--- src/hdl/dss_pkg.sv ---
// ---------------------------------------------------------------------------
// dss_pkg
// Shared types and constants of the disk seek scheduler.
// ---------------------------------------------------------------------------
package dss_pkg;

    localparam int CylW = 8;
    localparam int TravW = 16;

    // register map, index of each register (byte address is 4 * index)
    localparam logic [1:0] REG_ALGORITHM = 2'd0;
    localparam logic [1:0] REG_SWEEP_UP = 2'd1;
    localparam logic [1:0] REG_START_HEAD = 2'd2;
    localparam logic [1:0] REG_MAX_CYL = 2'd3;

    localparam logic [2:0] ALG_FCFS = 3'd0;
    localparam logic [2:0] ALG_SSTF = 3'd1;
    localparam logic [2:0] ALG_SCAN = 3'd2;
    localparam logic [2:0] ALG_CSCAN = 3'd3;
    localparam logic [2:0] ALG_CLOOK = 3'd4;
    localparam logic [2:0] ALG_SWEEP = 3'd5;

    typedef enum logic [2:0] {
        S_LOAD,
        S_INIT,
        S_SCAN,
        S_WAIT,
        S_PICK,
        S_MID1,
        S_MID2,
        S_DONE
    } state_t;

    typedef enum logic [1:0] {
        FILT_ANY,
        FILT_GE,
        FILT_LT
    } filt_t;

    typedef enum logic [1:0] {
        KEY_INDEX,
        KEY_DIST,
        KEY_VAL,
        KEY_VALINV
    } key_t;

    typedef struct packed {
        filt_t filt;
        key_t  key;
        logic  tie_later;
    } sel_cfg_t;

    function automatic logic [CylW-1:0] abs_diff(input logic [CylW-1:0] a,
                                                 input logic [CylW-1:0] b);
        abs_diff = (a > b) ? (a - b) : (b - a);
    endfunction

endpackage

--- src/hdl/dss_ram.sv ---
// ---------------------------------------------------------------------------
// dss_ram
// Generic single-port-write, single-port-read RAM with registered read.
// ---------------------------------------------------------------------------
module dss_ram #(
    parameter int WIDTH = 8,
    parameter int DEPTH = 32
) (
    input  logic                                   clk,
    input  logic                                   we,
    input  logic [(DEPTH > 1 ? $clog2(DEPTH) : 1)-1:0] waddr,
    input  logic [WIDTH-1:0]                       wdata,
    input  logic [(DEPTH > 1 ? $clog2(DEPTH) : 1)-1:0] raddr,
    output logic [WIDTH-1:0]                       rdata
);

    logic [WIDTH-1:0] mem [DEPTH];

    always_ff @(posedge clk)
    begin
        if (we)
        begin
            mem[waddr] <= wdata;
        end
        rdata <= mem[raddr];
    end

endmodule

--- src/hdl/dss_select.sv ---
// ---------------------------------------------------------------------------
// dss_select
// Shared compare unit: walks the stored requests one per cycle and keeps
// the best unserved candidate under the current ordering key.
// ---------------------------------------------------------------------------
module dss_select #(
    parameter int AW = 5
) (
    input  logic                      clk,
    input  logic                      rst_n,
    input  logic                      clear,
    input  logic                      entry_valid,
    input  dss_pkg::sel_cfg_t         cfg,
    input  logic [dss_pkg::CylW-1:0]  head,
    input  logic [dss_pkg::CylW-1:0]  head0,
    input  logic [dss_pkg::CylW-1:0]  entry_val,
    input  logic [AW-1:0]             entry_idx,
    input  logic                      entry_marked,
    output logic                      found,
    output logic [AW-1:0]             best_idx,
    output logic [dss_pkg::CylW-1:0]  best_val
);
    import dss_pkg::*;

    logic            found_reg, found_next;
    logic [CylW-1:0] best_key_reg, best_key_next;
    logic [AW-1:0]   best_idx_reg, best_idx_next;
    logic [CylW-1:0] best_val_reg, best_val_next;
    logic [CylW-1:0] key;
    logic            in_range;
    logic            better;

    always_comb
    begin
        case (cfg.key)
            KEY_DIST:   key = abs_diff(entry_val, head);
            KEY_VAL:    key = entry_val;
            KEY_VALINV: key = ~entry_val;
            default:    key = '0;
        endcase
        case (cfg.filt)
            FILT_GE: in_range = (entry_val >= head0);
            FILT_LT: in_range = (entry_val < head0);
            default: in_range = 1'b1;
        endcase
        better = !found_reg || (key < best_key_reg)
                 || (cfg.tie_later && (key == best_key_reg));
    end

    always_comb
    begin
        found_next = found_reg;
        best_key_next = best_key_reg;
        best_idx_next = best_idx_reg;
        best_val_next = best_val_reg;
        if (clear)
        begin
            found_next = 1'b0;
        end
        else if (entry_valid && !entry_marked && in_range && better)
        begin
            found_next = 1'b1;
            best_key_next = key;
            best_idx_next = entry_idx;
            best_val_next = entry_val;
        end
    end

    always_ff @(posedge clk or negedge rst_n)
    begin
        if (!rst_n)
        begin
            found_reg <= 1'b0;
        end
        else
        begin
            found_reg <= found_next;
        end
    end

    always_ff @(posedge clk)
    begin
        best_key_reg <= best_key_next;
        best_idx_reg <= best_idx_next;
        best_val_reg <= best_val_next;
    end

    assign found = found_reg;
    assign best_idx = best_idx_reg;
    assign best_val = best_val_reg;

endmodule

--- src/hdl/disk_seek_scheduler_core.sv ---
// Disk seek scheduler. Requests are loaded one word per cycle into a request
// RAM; the word flagged last_request closes the batch and starts scheduling,
// during which in_ready stays low. Every stop is found by one pass of a single
// shared compare unit over the stored batch, and a stop can be held while the
// result side stalls. One more empty pass closes the batch; the scan family
// spends another pass where it turns, SCAN adding an end-of-disk move (S_MID1)
// and C-SCAN that move plus the return jump (S_MID1, S_MID2). The output word
// register can hold the final stop while a new batch loads.
// ---------------------------------------------------------------------------
// disk_seek_scheduler_core
// Top level: APB registers, request RAM, sequencer and result register.
// ---------------------------------------------------------------------------
module disk_seek_scheduler_core #(
    parameter int MAX_REQUESTS = 32
) (
    input  logic                      clk,
    input  logic                      rst_n,
    input  logic                      psel,
    input  logic                      penable,
    input  logic                      pwrite,
    input  logic [3:0]                paddr,
    input  logic [31:0]               pwdata,
    output logic [31:0]               prdata,
    output logic                      pready,
    input  logic                      in_valid,
    output logic                      in_ready,
    input  logic [dss_pkg::CylW-1:0]  request_cylinder,
    input  logic                      last_request,
    output logic                      out_valid,
    input  logic                      out_ready,
    output logic [dss_pkg::CylW-1:0]  served_cylinder,
    output logic [dss_pkg::TravW-1:0] travel_so_far,
    output logic                      last_of_run
);
    import dss_pkg::*;

    localparam int AW = (MAX_REQUESTS > 1) ? $clog2(MAX_REQUESTS) : 1;
    localparam int CW = $clog2(MAX_REQUESTS + 1);

    // configuration
    logic [2:0]      algorithm_reg;
    logic            sweep_up_reg;
    logic [CylW-1:0] start_head_reg;
    logic [CylW-1:0] max_cyl_reg;

    state_t state_reg, state_next;

    logic [CW-1:0]           count_reg, count_next;
    logic [AW-1:0]           idx_reg, idx_next;
    logic [CylW-1:0]         head_reg, head_next;
    logic [CylW-1:0]         head0_reg, head0_next;
    logic [TravW-1:0]        travel_reg, travel_next;
    logic                    phase_reg, phase_next;
    logic                    h0done_reg, h0done_next;
    logic                    pend_valid_reg, pend_valid_next;
    logic [CylW-1:0]         pend_cyl_reg, pend_cyl_next;
    logic [TravW-1:0]        pend_trav_reg, pend_trav_next;
    logic [MAX_REQUESTS-1:0] marks_reg, marks_next;
    logic                    out_valid_reg, out_valid_next;
    logic [CylW-1:0]         out_cyl_reg, out_cyl_next;
    logic [TravW-1:0]        out_trav_reg, out_trav_next;
    logic                    out_last_reg, out_last_next;
    logic                    rd_v_reg;
    logic [AW-1:0]           rd_idx_reg;

    logic            in_acc;
    logic            cfg_wr;
    logic [CylW-1:0] req_clamped;
    logic [CylW-1:0] ram_rdata;
    logic            ram_we;
    logic            is_sweep, is_sstf, is_scanfam, is_cscan, is_scan;
    sel_cfg_t        sel_cfg;
    logic            sel_clear;
    logic            found;
    logic [AW-1:0]   best_idx;
    logic [CylW-1:0] best_val;
    logic            out_free;
    logic            emit_cond, use_h0;
    logic [CylW-1:0] stop_cyl, end_cyl;
    logic [TravW-1:0] stop_trav;

    assign pready = 1'b1;
    assign cfg_wr = psel && penable && pwrite;
    assign in_ready = (state_reg == S_LOAD);
    assign in_acc = in_valid && in_ready;
    assign req_clamped = (request_cylinder > max_cyl_reg) ? max_cyl_reg : request_cylinder;
    assign ram_we = in_acc && (count_reg < CW'(MAX_REQUESTS));

    always_comb
    begin
        case (paddr[3:2])
            REG_ALGORITHM:  prdata = {29'd0, algorithm_reg};
            REG_SWEEP_UP:   prdata = {31'd0, sweep_up_reg};
            REG_START_HEAD: prdata = {24'd0, start_head_reg};
            REG_MAX_CYL:    prdata = {24'd0, max_cyl_reg};
            default:        prdata = '0;
        endcase
    end

    always_ff @(posedge clk or negedge rst_n)
    begin
        if (!rst_n)
        begin
            algorithm_reg <= ALG_FCFS;
            sweep_up_reg <= 1'b1;
            start_head_reg <= '0;
            max_cyl_reg <= 8'd199;
        end
        else if (cfg_wr)
        begin
            case (paddr[3:2])
                REG_ALGORITHM:  algorithm_reg <= pwdata[2:0];
                REG_SWEEP_UP:   sweep_up_reg <= pwdata[0];
                REG_START_HEAD: start_head_reg <= pwdata[7:0];
                REG_MAX_CYL:    max_cyl_reg <= pwdata[7:0];
                default:        ;
            endcase
        end
    end

    dss_ram #(
        .WIDTH(CylW),
        .DEPTH(MAX_REQUESTS)
    ) u_store (
        .clk   (clk),
        .we    (ram_we),
        .waddr (count_reg[AW-1:0]),
        .wdata (req_clamped),
        .raddr (idx_reg),
        .rdata (ram_rdata)
    );

    // mode decode; codes 6 and 7 fall back to fcfs
    assign is_sweep = (algorithm_reg == ALG_SWEEP);
    assign is_sstf = (algorithm_reg == ALG_SSTF);
    assign is_scan = (algorithm_reg == ALG_SCAN);
    assign is_cscan = (algorithm_reg == ALG_CSCAN);
    assign is_scanfam = (algorithm_reg inside {ALG_SCAN, ALG_CSCAN, ALG_CLOOK});

    always_comb
    begin
        sel_cfg = '{filt: FILT_ANY, key: KEY_INDEX, tie_later: 1'b0};
        if (is_sstf)
        begin
            sel_cfg = '{filt: FILT_ANY, key: KEY_DIST, tie_later: 1'b1};
        end
        else if (is_sweep)
        begin
            sel_cfg = '{filt: FILT_ANY, key: KEY_VAL, tie_later: 1'b0};
        end
        else if (is_scanfam)
        begin
            if (!phase_reg)
            begin
                sel_cfg = sweep_up_reg
                    ? '{filt: FILT_GE, key: KEY_VAL, tie_later: 1'b0}
                    : '{filt: FILT_LT, key: KEY_VALINV, tie_later: 1'b0};
            end
            else if (sweep_up_reg)
            begin
                sel_cfg = is_scan
                    ? '{filt: FILT_LT, key: KEY_VALINV, tie_later: 1'b0}
                    : '{filt: FILT_LT, key: KEY_VAL, tie_later: 1'b0};
            end
            else
            begin
                sel_cfg = is_scan
                    ? '{filt: FILT_GE, key: KEY_VAL, tie_later: 1'b0}
                    : '{filt: FILT_GE, key: KEY_VALINV, tie_later: 1'b0};
            end
        end
    end

    assign sel_clear = (state_reg == S_SCAN) && (idx_reg == '0);

    dss_select #(
        .AW(AW)
    ) u_select (
        .clk          (clk),
        .rst_n        (rst_n),
        .clear        (sel_clear),
        .entry_valid  (rd_v_reg),
        .cfg          (sel_cfg),
        .head         (head_reg),
        .head0        (head0_reg),
        .entry_val    (ram_rdata),
        .entry_idx    (rd_idx_reg),
        .entry_marked (marks_reg[rd_idx_reg]),
        .found        (found),
        .best_idx     (best_idx),
        .best_val     (best_val)
    );

    assign out_free = !out_valid_reg || out_ready;
    // the sweep mode slips the start head in as an extra stop
    assign use_h0 = is_sweep && !h0done_reg && (!found || (head0_reg <= best_val));
    assign emit_cond = found || (is_sweep && !h0done_reg);
    assign stop_cyl = use_h0 ? head0_reg : best_val;
    assign stop_trav = travel_reg + TravW'(abs_diff(stop_cyl, head_reg));
    assign end_cyl = sweep_up_reg ? max_cyl_reg : '0;

    // next state
    always_comb
    begin
        state_next = state_reg;
        case (state_reg)
            S_LOAD:
            begin
                if (in_acc && last_request)
                begin
                    state_next = S_INIT;
                end
            end
            S_INIT:
            begin
                state_next = S_SCAN;
            end
            S_SCAN:
            begin
                if (CW'(idx_reg) == count_reg - CW'(1))
                begin
                    state_next = S_WAIT;
                end
            end
            S_WAIT:
            begin
                state_next = S_PICK;
            end
            S_PICK:
            begin
                if (emit_cond)
                begin
                    if (!pend_valid_reg || out_free)
                    begin
                        state_next = S_SCAN;
                    end
                end
                else if (is_scanfam && !phase_reg)
                begin
                    state_next = (is_scan || is_cscan) ? S_MID1 : S_SCAN;
                end
                else
                begin
                    state_next = S_DONE;
                end
            end
            S_MID1:
            begin
                state_next = is_cscan ? S_MID2 : S_SCAN;
            end
            S_MID2:
            begin
                state_next = S_SCAN;
            end
            S_DONE:
            begin
                if (!pend_valid_reg || out_free)
                begin
                    state_next = S_LOAD;
                end
            end
            default:
            begin
                state_next = S_LOAD;
            end
        endcase
    end

    // datapath
    always_comb
    begin
        count_next = count_reg;
        idx_next = idx_reg;
        head_next = head_reg;
        head0_next = head0_reg;
        travel_next = travel_reg;
        phase_next = phase_reg;
        h0done_next = h0done_reg;
        pend_valid_next = pend_valid_reg;
        pend_cyl_next = pend_cyl_reg;
        pend_trav_next = pend_trav_reg;
        marks_next = marks_reg;
        out_valid_next = out_valid_reg && !out_ready;
        out_cyl_next = out_cyl_reg;
        out_trav_next = out_trav_reg;
        out_last_next = out_last_reg;
        case (state_reg)
            S_LOAD:
            begin
                if (ram_we)
                begin
                    count_next = count_reg + CW'(1);
                end
            end
            S_INIT:
            begin
                head0_next = (start_head_reg > max_cyl_reg) ? max_cyl_reg : start_head_reg;
                travel_next = '0;
                phase_next = 1'b0;
                h0done_next = 1'b0;
                idx_next = '0;
                marks_next = '0;
                pend_valid_next = is_sweep;
                pend_cyl_next = '0;
                pend_trav_next = '0;
                head_next = is_sweep ? '0
                    : ((start_head_reg > max_cyl_reg) ? max_cyl_reg : start_head_reg);
            end
            S_SCAN:
            begin
                idx_next = idx_reg + AW'(1);
            end
            S_PICK:
            begin
                idx_next = '0;
                if (emit_cond && (!pend_valid_reg || out_free))
                begin
                    if (pend_valid_reg)
                    begin
                        out_valid_next = 1'b1;
                        out_cyl_next = pend_cyl_reg;
                        out_trav_next = pend_trav_reg;
                        out_last_next = 1'b0;
                    end
                    pend_valid_next = 1'b1;
                    pend_cyl_next = stop_cyl;
                    pend_trav_next = stop_trav;
                    travel_next = stop_trav;
                    head_next = stop_cyl;
                    if (use_h0)
                    begin
                        h0done_next = 1'b1;
                    end
                    else
                    begin
                        marks_next[best_idx] = 1'b1;
                    end
                end
                else if (!emit_cond && is_scanfam && !phase_reg && !(is_scan || is_cscan))
                begin
                    phase_next = 1'b1;
                end
            end
            S_MID1:
            begin
                // run out to the end of the disk
                travel_next = travel_reg + TravW'(abs_diff(end_cyl, head_reg));
                head_next = end_cyl;
                if (!is_cscan)
                begin
                    phase_next = 1'b1;
                end
            end
            S_MID2:
            begin
                // c-scan return jump
                travel_next = travel_reg + TravW'(max_cyl_reg);
                head_next = sweep_up_reg ? '0 : max_cyl_reg;
                phase_next = 1'b1;
            end
            S_DONE:
            begin
                if (!pend_valid_reg || out_free)
                begin
                    if (pend_valid_reg)
                    begin
                        out_valid_next = 1'b1;
                        out_cyl_next = pend_cyl_reg;
                        out_trav_next = travel_reg;
                        out_last_next = 1'b1;
                    end
                    pend_valid_next = 1'b0;
                    count_next = '0;
                    marks_next = '0;
                end
            end
            default:
            begin
            end
        endcase
    end

    always_ff @(posedge clk or negedge rst_n)
    begin
        if (!rst_n)
        begin
            state_reg <= S_LOAD;
            count_reg <= '0;
            idx_reg <= '0;
            head_reg <= '0;
            travel_reg <= '0;
            phase_reg <= 1'b0;
            h0done_reg <= 1'b0;
            pend_valid_reg <= 1'b0;
            marks_reg <= '0;
            out_valid_reg <= 1'b0;
            rd_v_reg <= 1'b0;
        end
        else
        begin
            state_reg <= state_next;
            count_reg <= count_next;
            idx_reg <= idx_next;
            head_reg <= head_next;
            travel_reg <= travel_next;
            phase_reg <= phase_next;
            h0done_reg <= h0done_next;
            pend_valid_reg <= pend_valid_next;
            marks_reg <= marks_next;
            out_valid_reg <= out_valid_next;
            rd_v_reg <= (state_reg == S_SCAN);
        end
    end

    always_ff @(posedge clk)
    begin
        head0_reg <= head0_next;
        pend_cyl_reg <= pend_cyl_next;
        pend_trav_reg <= pend_trav_next;
        out_cyl_reg <= out_cyl_next;
        out_trav_reg <= out_trav_next;
        out_last_reg <= out_last_next;
        rd_idx_reg <= idx_reg;
    end

    assign out_valid = out_valid_reg;
    assign served_cylinder = out_cyl_reg;
    assign travel_so_far = out_trav_reg;
    assign last_of_run = out_last_reg;

    a_count_bound: assert property (@(posedge clk) disable iff (!rst_n)
        count_reg <= CW'(MAX_REQUESTS))
        else $error("request count beyond store depth");

    a_no_pending_in_load: assert property (@(posedge clk) disable iff (!rst_n)
        (state_reg == S_LOAD) |-> !pend_valid_reg)
        else $error("stop left pending after batch end");

    a_pick_unserved: assert property (@(posedge clk) disable iff (!rst_n)
        (state_reg == S_PICK && found) |-> !marks_reg[best_idx])
        else $error("selected request already served");

    a_travel_grows: assert property (@(posedge clk) disable iff (!rst_n)
        (state_reg != S_INIT) |=> (travel_reg >= $past(travel_reg)))
        else $error("head travel decreased within a batch");

endmodule
--- config.mk ---
export PLATFORM = sky130hd
export DESIGN_NAME = disk_seek_scheduler_core
export DESIGN_NICKNAME = d
export VERILOG_FILES = /design/src/hdl/dss_pkg.sv /design/src/hdl/dss_ram.sv /design/src/hdl/dss_select.sv /design/src/hdl/disk_seek_scheduler_core.sv
export SDC_FILE = /design/constraint.sdc
export NUM_CORES = 1
export LEC_CHECK = 0
export ABC_AREA = 0
export BUFFER_PORTS_ARGS = -buffer_cell sky130_fd_sc_hd__buf_2
export CORE_MARGIN = 3
export CORE_UTILIZATION = 35
export DETAILED_ROUTE_END_ITERATION = 8
export PLACE_DENSITY = 0.58
export SLEW_MARGIN = 40
export SYNTH_ARGS = -nofsm -noshare
export SYNTH_HDL_FRONTEND = slang
export SYNTH_HIERARCHICAL = 1
export SYNTH_SLANG_ARGS = --single-unit
--- constraint.sdc ---
create_clock -name clk -period 15.4 [get_ports clk]
set_input_delay 1.54 -clock clk [delete_from_list [all_inputs] [get_ports clk]]
set_output_delay 1.54 -clock clk [all_outputs]
set_load 0.1 [all_outputs]
==> out/metrics.cfg <==
[critical_path]
reg2reg_slack_ps=8650
endpoint_kind=register
rr_worst_depth=22
startpoint_type=register
arrival_ps=7070
path_max_fanout=10
critPathKind=register to register
critPathRequiredTime_ps=15720
r2r-end=pend_trav_reg[14]
r2r-start=head0_reg[5]

[worst_hold_path]
hp-start=pend_cyl_reg[7]
hold_depth=0
hold_class=register to register
min_to=served_cylinder[7]

[final_layout]
nets=1885
regArea_um2=12700
fill_cells=5862
area_delta_synth_final_pct=11.6
stdcell_area_um2=25000
multi_input_area_um2=8940
largest_register_ff_count=256
drive_gt1_share_pct=19.5

[power_and_ir_drop]
switching_share_pct=34.4
p_switching_mw=1.27
p_seq_share_pct=39.7
power_frac_comb_pct=30.7
power_frac_clock_pct=29.6
peakVddDrop_uv=126
powerDensity_nw_per_um2=147
p_int_mw=2.41
p_leak_nw=9.30
power_mw=3.68

[grt]
overflow=0
grt_pass1_vias=13782
antenna_found_initial=12
grt_usage_pct=16.4
grt_pass1_wl_um=84300
grt_start_max_net_pins=72

[clock_network]
htree_levels=2
clock-root-buffer=clkbuf_16
ctsHoldBuffers=0
numCtsBuffers=46
cts_setup_buffers=0
cts_resized=0
cts.sinks=443
clk_latency_ps=590
clk_path_buf_depth=3
clkTransAtPathRegs_ps=60
tritoncts=built

[timing]
finalSetupViolCount=0
hold_violations=0
skew_ps=30.5
drv_slew=0
rsz0062_at_grt=false
setup_tns_ps=0
hold_ws_ps=417
fin_crit_sh_pct=43.9
finalCriticalPeriod_ps=6750
slew_headroom_pct=44.9
worstMarginPinSlew_ps=823
fmaxAchievable_ghz=0.148

[place]
port-buffer-count=60
place_congestion=0.882
dpl_cell_area_um2=23500
post-dp-hpwl_um=37800

[floorplanning]
rows=92
fp.dieH_um=259
start_util_pct=35.4
die-area_um2=67100
ios=112
fp.coreArea_um2=63200
dieWidth_um=259

[status]
status=complete, no violations

[yosys]
async_reset_ff_share_pct=21.7
synth_most_common_cell=edfxtp_1
ys_ff_latch=443
syn_avg_cell_area_um2=13.5
yosysTopAreaCellShare_pct=44.8
synthTopCellsByArea=edfxtp_1, dfrtp_1, mux4_2, ha_1, mux2_2
synth_area_um2=22400
synth_top_cell_by_area=edfxtp_1
synth_common_cells=edfxtp_1, nor2_1, ha_1
synth_ff_type=edfxtp_1
syn_inst=1660
yosysUniqueCellTypes=83
seq_area_frac_synth_pct=56.7
yosysWarnings=6
synth_edf_count=334

[detailed_routing]
drt_iter0_markers=1023
vias=13766
drt-total-wl_um=55100
drc=0
antenna_left=0
wl_per_cell_um=21.1
viasPerCell=5.28
drt-pass1-iter-count=5

[flow_run]
cap_violations=0

[layer usage]
layer	wire length (um)	GRT usage, %
met1	24300	23.1
met3	3840	3.59
met4	1320	4.70
met5	52	0
met2	25500	25.6
[how the worst max path moves through the flow]
stage / slack [ps] / from / depth (start not counted) / endpoint
6_report: 8650 / head0_reg[5] / 22 / pend_trav_reg[14]
5_1_grt: 8260 / head0_reg[5] / 21 / pend_trav_reg[14]
4_1_cts: 8660 / head0_reg[5] / 22 / pend_trav_reg[14]
3_5_place_dp: 8680 / head0_reg[5] / 21 / pend_trav_reg[14]
3_3_place_gp: 8430 / head0_reg[5] / 21 / pend_trav_reg[14]
2_1_floorplan: 9880 / head0_reg[5] / 24 / pend_trav_reg[10]
[placed cells by master (no fill, tap or decap), types with 25 or more instances in the layout]
master,netlist,routed
o21ai_0,78,78
mux2i_1,32,32
nor2_1,135,125
xnor2_1,25,25
inv_1,105,105
a21oi_1,76,76
buf_2,11,59
conb_1,2,25
mux2_2,61,61
dfrtp_1,90,87
mux4_2,91,91
clkbuf_16,0,48
xor2_1,28,28
nand2_1,96,96
edfxtp_1,334,334
ha_1,108,108
[logic make-up after synthesis]
group / Yosys count / share of synthesized area [%]
buffers and inverters: 193 / 4.01
multiplexers: 185 / 13.7
AO/OA/AOI/OAI: 294 / 8.62
AND/OR/NAND/NOR: 374 / 8.11
flip-flops: 443 / 56.7
XOR/XNOR: 53 / 2.07
other: 2 / 0.0335
adder cells (fa/ha/maj): 116 / 6.75
[critical path, cell delays in order, from the launching register on]
cell	delay [ps]
edfxtp_1	430
ha_1	340
a211oi_1	260
nor2_1	80
o221a_2	290
nor3_4	460
buf_4	300
mux2i_1	210
ha_1	270
fa_1	390
nand3b_1	210
a21o_1	180
a21o_1	290
or3b_1	450
nand4_1	130
o211ai_1	110
xor2_1	320
ha_1	380
a2111o_1	430
o21ai_1	540
nor2_1	170
xnor2_1	170
nor2_1	60
[cell type report]
type                       count  area share [%]
sequential                   443            50.8
multi-input combinational   1047            35.7
clock buffer                  63            5.15
tap                          846            4.23
timing repair buffer          73            1.65
inverter                     106            1.59
clock inverter                22           0.771
antenna                        5          0.0500
[per-stage QoR]
stage	worst slack, ps	util (%)	instances
after global placement	8430	37.1	2514
final	8650	39.6	2605
after global routing	8260	39.6	2600
after detailed placement	8680	37.2	2515
after CTS	8660	39.5	2600
after floorplan	9880	-	1683
[power by group through the flow]
stage               registers [mW]  clock network (mW)  logic [mW]
floorplan                     1.46                   0       0.842
global placement              1.48                   0        1.09
detailed placement            1.48                   0        1.12
CTS                           1.46                1.12        1.13
global route                  1.46                1.17        1.26
finish                        1.46                1.09        1.13
No activity file was read; power rests on OpenSTA's default activity.
